==> src/rtl/stac_pkg.sv <==
`timescale 1ns / 1ps
package stac_pkg;

    // coordinate and intermediate widths
    localparam int COORD_BITS      = 16;
    localparam int ANGLE_FRAC_DEF  = 12;
    localparam int ANGLE_W         = 15;
    localparam int LIMIT_W         = 40;
    localparam int DIFF_W          = COORD_BITS + 1;
    localparam int PROD_W          = 2 * DIFF_W;
    localparam int CROSS_W         = PROD_W + 1;
    localparam int DOT_W           = PROD_W + 2;
    localparam int MAG_W           = DOT_W;
    localparam int NPROD_W         = COORD_BITS + CROSS_W;
    localparam int NSUM_W          = NPROD_W + 2;
    localparam int SMALL_BITS      = 20;
    localparam int SQS_W           = 2 * SMALL_BITS + 2;
    localparam int SCALE_BITS      = 30;
    localparam int SHIFT_MAX       = MAG_W - SCALE_BITS;
    localparam int SHIFT_W         = $clog2(SHIFT_MAX + 1);
    localparam int SQ_W            = 2 * SCALE_BITS;
    localparam int RAD_W           = SQ_W + 2;
    localparam int ROOT_W          = RAD_W / 2;
    localparam int REM_W           = ROOT_W + 3;

    // CORDIC datapath
    localparam int  INT_FRAC       = 30;
    localparam int  CORDIC_STEPS   = 30;
    localparam int  CW             = 35;
    localparam int  ZW             = 35;
    localparam longint PI_Q30      = 64'sd3373259426;
    localparam longint HALF_PI_Q30 = 64'sd1686629713;

    // APB register map
    localparam int APB_DATA_W      = 64;
    localparam int PADDR_W         = 4;
    localparam logic [0:0] REG_DEGEN_LIMIT = 1'b0;

    typedef struct packed {
        logic                  coll;
        logic                  nneg;
        logic                  dneg;
        logic [SCALE_BITS-1:0] x_mag;
    } t_side;

    function automatic logic signed [ZW-1:0] atan_q30(input int unsigned i);
        logic signed [ZW-1:0] v;
        unique case (i)
            0:       v = ZW'(64'sd843314857);
            1:       v = ZW'(64'sd497837829);
            2:       v = ZW'(64'sd263043837);
            3:       v = ZW'(64'sd133525159);
            4:       v = ZW'(64'sd67021687);
            5:       v = ZW'(64'sd33543516);
            6:       v = ZW'(64'sd16775851);
            7:       v = ZW'(64'sd8388437);
            8:       v = ZW'(64'sd4194283);
            9:       v = ZW'(64'sd2097149);
            default: v = ZW'(64'sd1 <<< (INT_FRAC - i));
        endcase
        return v;
    endfunction

endpackage

==> src/rtl/stac_regs.sv <==
`timescale 1ns / 1ps
module stac_regs (
    input  logic                                i_clk,
    input  logic                                i_rst_n,
    input  logic                                psel,
    input  logic                                penable,
    input  logic                                pwrite,
    input  logic [stac_pkg::PADDR_W-1:0]        paddr,
    input  logic [stac_pkg::APB_DATA_W-1:0]     pwdata,
    output logic [stac_pkg::APB_DATA_W-1:0]     prdata,
    output logic                                pready,
    output logic [stac_pkg::LIMIT_W-1:0]        o_limit
);
    import stac_pkg::*;

    logic [LIMIT_W-1:0] r_limit;
    logic               wr_en;
    logic               hit;

    assign hit    = (paddr[PADDR_W-1] == REG_DEGEN_LIMIT);
    assign wr_en  = psel && penable && pwrite && hit;
    assign pready = 1'b1;
    assign o_limit = r_limit;

    always_ff @(posedge i_clk) begin
        if (!i_rst_n) begin
            r_limit <= LIMIT_W'(1);
        end else if (wr_en) begin
            r_limit <= pwdata[LIMIT_W-1:0];
        end
    end

    always_comb begin
        prdata = '0;
        if (hit) begin
            prdata = APB_DATA_W'(r_limit);
        end
    end

`ifndef NO_ASSERTIONS
    a_limit_write: assert property (@(posedge i_clk) disable iff (!i_rst_n)
        wr_en |=> r_limit == $past(pwdata[LIMIT_W-1:0]))
        else $error("limit register did not take written value");
`endif

endmodule

==> config.mk <==
export PLATFORM = sky130hd
export DESIGN_NAME = stac_regs
export DESIGN_NICKNAME = d
export VERILOG_FILES = /design/src/rtl/stac_pkg.sv /design/src/rtl/stac_regs.sv
export SDC_FILE = /design/constraint.sdc
export NUM_CORES = 1
export LEC_CHECK = 0
export BUFFER_PORTS_ARGS = -buffer_cell sky130_fd_sc_hd__buf_2
export CAP_MARGIN = 20
export CORE_UTILIZATION = 35
export CTS_CLUSTER_SIZE = 24
export DETAILED_ROUTE_END_ITERATION = 16
export GPL_TIMING_DRIVEN = 0
export PLACE_DENSITY = 0.82
export SLEW_MARGIN = 20
export SYNTH_ARGS = -nofsm -noshare
export SYNTH_HDL_FRONTEND = slang
export SYNTH_SLANG_ARGS = --single-unit
==> constraint.sdc <==
create_clock -name i_clk -period 0.9 [get_ports i_clk]
set_input_delay 0.135 -clock i_clk [delete_from_list [all_inputs] [get_ports i_clk]]
set_output_delay 0.135 -clock i_clk [all_outputs]
set_load 0.05 [all_outputs]
* Yosys cells after proc, flatten, opt, wreduce, memory -nomap -nowiden
Index checks and enable logic that the tools add are counted.
Word-level totals: logic and storage cells 6, bits of input ports 73, output and inout bits 105, memories kept 0, register bits 40, latch bits 0, ROM bits 0, bits in writable memories 0
Cells by class: equality and inequality tests 0, add/subtract/negate cells 0, shift-type cells 0, div/mod/pow operators 0, mux-type cells 1, order comparisons 0, $mul 0, reduce and logical (&&, ||, !) cells 3, bitwise logic cells 1
Operators by type and width (count):
- $mux W40 | 1
- $logic_and A1 B1 Y1 | 3
- $not A1 Y1 | 1

* Depth between registers and ports, before layout
Gate-level depths: netlist (run 1).
depth in word-level cells 3, mapped depth 4, depth with buffers taken out 2

* Least setup slack after synthesis (run 1)
Ideal clock, no wire load.
kind flip-flop to output port, from register r_limit[0], in the netlist o_limit[0], to output prdata[0] (netlist bit), cell stages (with the launch flop) 2, setup slack -0.645 ns, arrival time 1.410 ns, path buffers 0, required time 0.765 ns, cells stage by stage dfxtp_1 > nor2b_1
Between the ends: word-level cells in the longest chain between the ends 1
Ends and longest elaborated chain:
- from (decl) | RTL line stac_regs.sv:16 | logic [LIMIT_W-1:0] r_limit;
- from (signal assigned) | RTL line stac_regs.sv:29 | r_limit <= pwdata[LIMIT_W-1:0];
- $mux W40 | RTL line stac_regs.sv:35 | if (hit) begin
- to (decl) | RTL line stac_regs.sv:10 | output logic [stac_pkg::APB_DATA_W-1:0] prdata,
Every way passes these cells.

* Final worst setup path (run 1)
from register r_limit[25], in the netlist o_limit[25], to output prdata[25] (netlist bit)
The elaborated chain is that of the path after synthesis.

==> reports/metrics.csv, run 1 <==
stage,metric,value,unit
outcome,status,finished with violations,
outcome,failing checks,setup timing,
route,DRT Pass-1 Iters,4,
place,port bufs,124,
final_layout,"non-filler cells, final",513,
route,Initial DRC Count,43,
final_layout,fin nets,513,
logic_synthesis,unique cell type count in the Yosys netlist,11,
critical_path,FF-to-FF End,o_limit[0],
sta,post-layout minimum cycle time,1110,ps
critical_path,CP startpoint kind,flip-flop,
place,DP Worst Slack,-270,ps
pwr,Lkg Pwr,2.01,nW
global_route,GRT Resource Usage Total,0.216,
clocking,CTS tree,yes,
route,top sig layer,met4,
pwr,Sw Ratio,0.323,
route,Via-to-Cell Ratio,4.61,
sta,Hold Fails Final Rpt,0,
min_path,hold path cells,3,
critical_path,Crit. End Element,primary output,
critical_path,r2r worst-path depth,5,
route,Avg WL per Cell,15.5,µm
global_route,gr ovfl total,0,
pwr,Pwr Total,4.48,mW
logic_synthesis,top-count cell post-synth,nand2_1,
pwr,Clk network pwr share,0.319,
route,# DRC,0,
route,Via Count,2366,
floorplan,Placeable Area,5640,µm²
critical_path,worst path required time,760,ps
pwr,VDD IR max,821,µV
final_layout,Diodes inserted,0,
route,Detailed Route WL,7.95,mm
critical_path,crit path kind,flip-flop to primary output,
logic_synthesis,synth warn,0,
final_layout,Synth-to-Final Area Change,122,%
logic_synthesis,area fraction of the dominant cell type after synthesis,0.381,
sta,Hold Slack,78.1,ps
final_layout,Fillers,298,
critical_path,"Arr. time, crit path",980,ps
final_layout,multi-input logic area,1360,µm²
global_route,largest net degree at the start of global routing,13,
pwr,Gate power share,0.289,
place,Final HPWL DP,4.33,mm
logic_synthesis,Yosys top cell by area,dfxtp_1,
clocking,clk slew on worst S/H paths,80,ps
sta,post-route setup slack,-214,ps
critical_path,slowest stage cell on the critical path,dfxtp_4,
floorplan,io pins,178,
route,met2 WL post-DR,4.51,mm
route,antenna-violating nets left,0,
logic_synthesis,largest cells by area after synthesis,"dfxtp_1 (38%), mux2i_1 (19%), nand2_1 (14%), nor2b_1 (12%), buf_4 (8.9%)",
logic_synthesis,Synth async-reset ratio,0,
critical_path,max incr delay on CP,370,ps
sta,clk_skew,0,ps
clocking,H-tree depth,2,
critical_path,critical path peak fanout,3,
sta,Fin Setup TNS,-11460,ps
global_route,initial antenna violation count,0,
clocking,clock buffer depth,2,
sta,Setup Viol. Count Final,87,
floorplan,num rows,27,
pwr,P_sw,1.45,mW
logic_synthesis,Post-synth EDFFs,0,
clocking,clock latency on the worst-skew pair,280,ps
logic_synthesis,"Avg Cell Area, Syn",8.55,µm²
route,M1 WL,2.81,mm
sta,fin. max-slew vios,0,
logic_synthesis,most common flop cell mapped by yosys,dfxtp_1,
clocking,Inserted Clock Buffers,5,
global_route,vias in the first global route,2246,
final_layout,Layout Utilization,0.827,
final_layout,share of cells above drive strength 1,0.646,
critical_path,"setup slack, reg-to-reg",-40,ps
min_path,Hold Crit Class,primary input to flip-flop,
sta,Final period util,1.24,
sta,maximum clock rate,898,MHz
logic_synthesis,"Cell Area, Synth",2100,µm²
logic_synthesis,Mapped Cells,246,
clocking,clock root cell,clkbuf_8,
logic_synthesis,Yosys reg bits,40,
final_layout,max reg flops,40,
min_path,hold path endpoint,o_limit[7],
place,GPL Wtd Cong,0.750,
pwr,register share of total power,0.392,
pwr,Power Dens Cells,960,nW/µm²
floorplan,die footprint,6320,µm²
sta,unrepaired setup endpoints after global routing,true,
global_route,first-pass GRT wire length,10.5,mm
pwr,Int Pwr,3.03,mW
final_layout,Register Area,951,µm²
floorplan,Die Height,79.5,µm
logic_synthesis,"Seq/Total Area, Yosys",0.381,
floorplan,Die X,79.5,µm
job,maxcap violations,0,
final_layout,post-route design area,4660,µm²
floorplan,Starting Density,0.373,
place,placed instance area,3370,µm²
place,placed insts,465,
critical_path,FF-to-FF Start,o_limit[0],
logic_synthesis,top post-synthesis cells by count,"nand2_1 (78), nor2b_1 (42), dfxtp_1 (40), mux2i_1 (40), buf_4 (25)",
min_path,HP Start,pwdata[7],
critical_path,"Cell Chain, Critical Path",nor2b_4 -> buf_8,
clocking,clk sinks,40,
route,met3 wire length,451,µm
[power by group through the flow]
stage	clock network [mW]	registers, mW	logic, mW
floorplan	0	1.92	0.696
global placement	0	1.78	1.03
detailed placement	0	1.79	1.04
CTS	1.46	1.76	1.16
global route	1.56	1.76	1.35
finish	1.43	1.75	1.29
[critical path, delay by kind of cell (launching register included)]
kind	cells	cell delay, ps
simple gates	1	160
buf+inv	1	160
flops	1	370
[timing repair]
item	4_1_cts	5_1_grt
gates resized for setup	192	63
hold buffers	0	0
cloned	0	2
hold endpoints to repair	0	0
setup buffers	7	31
endpoints found under the setup margin	80	83
[cell families after synthesis]
group | count (synthesis) | share of synthesized area
other | 2 | 0.00357
muxes | 40 | 0.190
buffers and inverters | 43 | 0.156
DFF | 40 | 0.381
and+or+nand+nor | 121 | 0.269
[how the worst max path moves through the flow]
stage | from | to | slack, ps | depth (start not counted)
global placement | paddr[3] | o_limit[24] | -230 | 5
finish | o_limit[25] | prdata[25] | -210 | 2
floorplan | o_limit[0] | prdata[0] | -10 | 1
detailed placement | paddr[3] | o_limit[23] | -270 | 5
CTS | o_limit[24] | prdata[24] | -200 | 2
global route | o_limit[1] | prdata[1] | -240 | 2
[layer usage]
metal | track usage | vias to the layer above
met2 | 0.412 | 120
met1 | 0.229 | 1123
met3 | 0.0480 | 16
li1 | - | 1107
met5 | 0 | -
met4 | 0.0764 | 0
[cell usage in the layout, fill, tap and decap left out]
cell type | Yosys | layout
nand2_1 | 78 | 78
buf_8 | 0 | 65
buf_6 | 1 | 45
buf_2 | 1 | 44
nor2b_4 | 0 | 40
mux2i_1 | 40 | 40
dfxtp_4 | 0 | 40
buf_4 | 25 | 34
conb_1 | 2 | 25
clkbuf_1 | 12 | 8
clkbuf_4 | 0 | 5
clkbuf_8 | 0 | 5
buf_12 | 4 | 4
nor2b_1 | 42 | 2
clkinv_1 | 0 | 2
clkbuf_16 | 0 | 2
and4b_1 | 1 | 1
bufinv_16 | 0 | 1
[cell type report]
type / instances / share of cell area
timing repair buffer: 164 / 0.389
buffer: 43 / 0.0738
tap: 72 / 0.0193
sequential: 40 / 0.204
clock buffer: 5 / 0.0148
clock inverter: 3 / 0.00805
multi-input combinational: 186 / 0.292
Note: power is estimated with default switching activity, not from simulation.
==> inputs of run 2 (changes only) <==
- REMOVE_ABC_BUFFERS: default -> 1
- SETUP_SLACK_MARGIN: default -> 0.5
==> run 2 against run 1 <==
Against the previous run:
- the flow still finishes with violations (setup timing)
- largest power group unchanged
- final area is 1.4% lower
- count of clock-buffer cells in the layout rose by 1
- register-to-register slack better by 130 ps
- hold slack is essentially flat
- sequential cell count unchanged
==> reports/metrics.csv, run 2 (same netlist as run 1, synthesis figures left out) <==
stage,metric,value,unit,change
outcome,status,finished with violations,,
outcome,failing checks,setup timing,,
clocking,H-tree depth,2,,unchanged
floorplan,Die Height,79.5,µm,unchanged
sta,unrepaired setup endpoints after global routing,true,,
clocking,clk slew on worst S/H paths,70,ps,about the same
floorplan,Starting Density,0.373,,unchanged
place,port bufs,125,,+0.81%
global_route,GRT Resource Usage Total,0.240,,+0.0237
global_route,vias in the first global route,2179,,-3.0%
critical_path,Crit. End Element,primary output,,
sta,slew margin rel.,0.634,,
clocking,clk sinks,40,,unchanged
route,Detailed Route WL,8.79,mm,+11%
clocking,clock buffer depth,2,,unchanged
final_layout,max reg flops,40,,unchanged
pwr,Power Dens Cells,925,nW/µm²,-3.7%
final_layout,"commonest non-fill, non-tap cells in the layout","nand2_1 (77), buf_8 (64), buf_6 (51)",,
sta,Hold Fails Final Rpt,0,,unchanged
clocking,clock root cell,clkbuf_8,,
floorplan,num rows,27,,unchanged
final_layout,"non-filler cells, final",493,,-3.9%
final_layout,"commonest non-fill, non-tap cell in the layout",nand2_1,,
route,Via Count,2358,,-0.34%
sta,clk_skew,0,ps,unchanged
place,placed insts,424,,-8.8%
global_route,initial antenna violation count,0,,unchanged
sta,Final period util,1.25,,+0.0161
route,Avg WL per Cell,17.8,µm,+15%
sta,post-layout minimum cycle time,1130,ps,+14.5 ps
global_route,gr ovfl total,0,,unchanged
floorplan,die footprint,6320,µm²,unchanged
route,antenna-violating nets left,0,,unchanged
sta,Setup Viol. Count Final,95,,+9.2%
clocking,CTS tree,yes,,
sta,fin. max-slew vios,0,,unchanged
floorplan,Die X,79.5,µm,unchanged
pwr,Lkg Pwr,1.97,nW,-2.0%
route,# DRC,0,,unchanged
min_path,Hold Crit Class,primary input to flip-flop,,
final_layout,Fillers,311,,+4.4%
job,maxcap violations,0,,unchanged
global_route,largest net degree at the start of global routing,81,,+68
floorplan,Placeable Area,5640,µm²,unchanged
final_layout,Synth-to-Final Area Change,119,%,
sta,post-route setup slack,-228,ps,-14.5 ps
clocking,hold-fix buffers at CTS,0,,unchanged
place,GPL Wtd Cong,0.707,,-5.7%
final_layout,share of cells above drive strength 1,0.656,,+0.00932
sta,Slew @ Worst Pin,549,ps,
floorplan,io pins,178,,unchanged
critical_path,"Arr. time, crit path",990,ps,about the same
sta,maximum clock rate,886,MHz,-1.3%
pwr,VDD IR max,822,µV,+0.11%
global_route,first-pass GRT wire length,11.2,mm,+6.6%
route,Via-to-Cell Ratio,4.78,,+3.7%
sta,Hold Slack,78.4,ps,+0.286 ps
final_layout,Diodes inserted,0,,unchanged
critical_path,critical path peak fanout,3,,unchanged
clocking,clock latency on the worst-skew pair,280,ps,about the same
critical_path,worst path required time,760,ps,about the same
critical_path,crit path kind,flip-flop to primary output,,
clocking,Inserted Clock Buffers,5,,unchanged
critical_path,CP startpoint kind,flip-flop,,
route,DRT Pass-1 Iters,4,,unchanged
min_path,hold path cells,3,,unchanged
route,Initial DRC Count,77,,+79%
place,Final HPWL DP,3.20,mm,-26%
final_layout,fin nets,494,,-3.7%
critical_path,r2r worst-path depth,4,,-1
-- run 2: final cells by class --
cell class | instances | area, µm² | share of cell area
timing repair buffer | 186 | 2150 | 0.467
sequential | 40 | 888 | 0.193
clock buffer | 6 | 72.6 | 0.0158
multi-input combinational | 188 | 1390 | 0.303
clock inverter | 1 | 5.00 | 0.00109
tap | 72 | 90.1 | 0.0196
-- run 2: worst paths after layout --
kind	from	to	slack [ps]
max	o_limit[19]	prdata[19]	-230
min	pwdata[19]	o_limit[19]	80
max reg2reg	o_limit[35]	o_limit[35]	90
min reg2reg	o_limit[28]	o_limit[28]	480
-- run 2: through the flow --
step / instance area, µm² / util / worst slack [ps] / power [mW] / setup TNS [ps]
3_5_place_dp: 2600 / 0.461 / -901 / 2.69 / -40900
2_1_floorplan: 1860 / - / -1100 / 2.45 / -69610
4_1_cts: 3920 / 0.695 / -199 / 4.15 / -9580
6_report: 4600 / 0.815 / -228 / 4.25 / -11710
3_3_place_gp: 2580 / 0.457 / -1960 / 2.68 / -87190
5_1_grt: 4600 / 0.815 / -260 / 4.43 / -14720
-- run 2: power by group --
group	total (mW)	internal (mW)	switching [mW]
logic	1.30	0.504	0.794
clock network	1.13	0.528	0.607
registers	1.82	1.78	0.0401
-- run 2: per-layer routing --
metal	vias to the layer above	share of wire	track usage
met4	0	0.014	0.0709
met5	-	0	0
li1	1077	-	-
met3	12	0.069	0.0651
met1	1134	0.36	0.251
met2	135	0.56	0.458
-- run 2: timing repair --
item,in CTS,in global routing
buffers inserted,15,39
resized for setup,305,107
cloned,8,0
endpoints found under the setup margin,120,120
-- run 2: critical path: stages, from the launching register on --
cell	delay (ps)
dfxtp_4	370
nor2b_4	180
buf_8	160
==> inputs of run 3 (changes only) <==
- SETUP_SLACK_MARGIN: 0.5 -> default
==> run 3 against run 2 <==
Against the previous run:
- the flow still finishes with violations (setup timing)
- sequential share of layout area rose by 0.48 points
- core utilization decreased by 2.2 points
- non-clock buffer count is 5 lower
- hold slack got worse by 8.3 ps
- critical path depth is the same
- first-iteration DRC count unchanged
- combinational power decreased by 3%
- register-to-register slack is essentially flat
- fmax increased by 0.46%
- final area is 2.7% lower
- largest cell class unchanged
==> reports/metrics.csv, run 3 (same netlist as run 1, synthesis figures left out) <==
stage,metric,value,unit,change
floorplan,Die X,79.5,µm,unchanged
final_layout,post-route design area,4470,µm²,-2.7%
min_path,hold path cells,3,,unchanged
final_layout,Diodes inserted,0,,unchanged
place,port bufs,125,,unchanged
floorplan,die footprint,6320,µm²,unchanged
place,placed insts,424,,unchanged
clocking,clock root cell,clkbuf_8,,
route,Detailed Route WL,8.50,mm,-3.3%
clocking,H-tree depth,2,,unchanged
clocking,hold-fix buffers at CTS,0,,unchanged
pwr,register share of total power,0.431,,+0.003
floorplan,Die Height,79.5,µm,unchanged
outcome,failing checks,setup timing,,
sta,Slew @ Worst Pin,538,ps,-10.7 ps
sta,Fin Setup TNS,-11840,ps,-133 ps
clocking,clock buffer depth,2,,unchanged
place,GPL Wtd Cong,0.707,,unchanged
final_layout,"commonest non-fill, non-tap cell in the layout",nand2_1,,
pwr,Sw Ratio,0.339,,about the same
critical_path,CP startpoint kind,flip-flop,,
place,placed instance area,2600,µm²,unchanged
critical_path,Crit. End Element,primary output,,
sta,fin. max-slew vios,0,,unchanged
critical_path,Bufs and invs on worst path,1,,unchanged
critical_path,"Cell Chain, Critical Path",nor2b_4 -> buf_8,,
outcome,status,finished with violations,,
critical_path,"setup slack, reg-to-reg",90,ps,about the same
final_layout,max reg flops,40,,unchanged
min_path,hold path endpoint,o_limit[15],,
clocking,clk sinks,40,,unchanged
clocking,clock latency on the worst-skew pair,290,ps,about the same
final_layout,Fillers,325,,+4.5%
clocking,Inserted Clock Buffers,5,,unchanged
min_path,HP Start,pwdata[15],,
clocking,CTS tree,yes,,
critical_path,slowest stage cell on the critical path,dfxtp_2,,
pwr,Lkg Pwr,1.92,nW,-2.6%
route,Avg WL per Cell,17.4,µm,-2.1%
critical_path,"Arr. time, crit path",990,ps,about the same
sta,post-layout minimum cycle time,1120,ps,-5.21 ps
final_layout,fin nets,488,,-1.2%
job,maxcap violations,0,,unchanged
pwr,VDD IR max,781,µV,-5.0%
sta,maximum clock rate,890,MHz,+0.46%
route,antenna-violating nets left,0,,unchanged
critical_path,FF-to-FF Start,o_limit[35],,
floorplan,io pins,178,,unchanged
pwr,Int Pwr,2.79,mW,-0.75%
pwr,Gate power share,0.299,,-0.006
critical_path,Critical Path Stages,2,,unchanged
final_layout,"commonest non-fill, non-tap cells in the layout","nand2_1 (78), buf_8 (61), buf_6 (50)",,
final_layout,"non-filler cells, final",487,,-1.2%
floorplan,num rows,27,,unchanged
global_route,gr ovfl total,0,,unchanged
clocking,clk slew on worst S/H paths,80,ps,about the same
sta,post-route setup slack,-223,ps,+5.21 ps
critical_path,critical path peak fanout,3,,unchanged
global_route,GRT Resource Usage Total,0.224,,-0.0153
route,Via-to-Cell Ratio,4.69,,-2.0%
critical_path,FF-to-FF End,o_limit[35],,
route,# DRC,0,,unchanged
critical_path,worst path required time,760,ps,about the same
critical_path,max incr delay on CP,380,ps,about the same
route,Initial DRC Count,77,,unchanged
pwr,P_sw,1.43,mW,-0.68%
final_layout,share of cells above drive strength 1,0.648,,-0.00739
critical_path,r2r worst-path depth,4,,unchanged
sta,Hold Fails Final Rpt,0,,unchanged
pwr,Clk network pwr share,0.270,,+0.003
critical_path,family with the most delay on the worst path,flip-flops,,
global_route,largest net degree at the start of global routing,81,,unchanged
place,Final HPWL DP,3.20,mm,unchanged
sta,unrepaired setup endpoints after global routing,true,,
global_route,vias in the first global route,2073,,-4.9%
critical_path,crit path kind,flip-flop to primary output,,
sta,clk_skew,0,ps,unchanged
route,Via Count,2282,,-3.2%
floorplan,Starting Density,0.373,,unchanged
final_layout,Synth-to-Final Area Change,113,%,
sta,slew margin rel.,0.641,,+0.00711
global_route,first-pass GRT wire length,10.6,mm,-5.7%
pwr,Power Dens Cells,943,nW/µm²,+2.0%
place,DP Worst Slack,-901,ps,unchanged
floorplan,Placeable Area,5640,µm²,unchanged
min_path,Hold Crit Class,primary input to flip-flop,,
sta,Final period util,1.25,,-0.00579
sta,Setup Viol. Count Final,81,,-15%
route,DRT Pass-1 Iters,4,,unchanged
global_route,initial antenna violation count,1,,+1
run 3: cell count changes in the layout (fill, tap and decap cells not counted), moves of 2 or more:
cell	change
and4b_4	-2
buf_12	+2
buf_8	-3
buf_16	-3
run 3: layout make-up:
type | count | area, µm² | share of cell area
repair buffers | 181 | 2050 | 0.458
multi-input cells | 187 | 1370 | 0.306
flip-flops and latches | 40 | 886 | 0.198
well taps | 72 | 90.1 | 0.0201
clock buffers | 6 | 72.6 | 0.0162
clock inverters | 1 | 5.00 | 0.00112
run 3: what timing repair did:
action / 4_1_cts / 5_1_grt
buffers inserted: 8 / 44
gates cloned: 5 / 0
setup endpoints to repair: 120 / 97
gates resized for setup: 283 / 115
run 3: power groups by stage:
| stage | Clock [mW] | Combinational (mW) | Sequential, mW |
|---|---|---|---|
| floorplan | 0 | 0.440 | 2.01 |
| global placement | 0 | 0.809 | 1.87 |
| detailed placement | 0 | 0.820 | 1.87 |
| CTS | 1.16 | 1.08 | 1.85 |
| global route | 1.26 | 1.31 | 1.82 |
| finish | 1.14 | 1.26 | 1.82 |
run 3: per-stage QoR:
step                utilization  hold WS (ps)  power, mW
CTS                       0.666          71.3       4.10
finish                    0.793          70.0       4.22
global route              0.793          73.8       4.40
floorplan                     -           277       2.45
global placement          0.457           383       2.68
detailed placement        0.461           390       2.69
run 3: routing by layer:
metal	global-route usage	share of wire
met5	0	0.0022
met4	0.0527	0.018
met3	0.0583	0.075
met2	0.432	0.53
met1	0.240	0.38
run 3: worst max-delay path by stage:
stage                     start           to  slack [ps]
floorplan              paddr[3]   o_limit[0]       -1100
global placement       paddr[3]  o_limit[37]       -1960
detailed placement     paddr[3]  o_limit[23]        -900
CTS                 o_limit[22]   prdata[22]        -200
global route        o_limit[13]   prdata[13]        -250
finish              o_limit[20]   prdata[20]        -220
run 3: worst register-to-register path, cell delays in order (launching register included):
cell and delay (ps):
dfxtp_2 330, buf_6 120, buf_4 120, nand2_1 60
mux2i_1 70
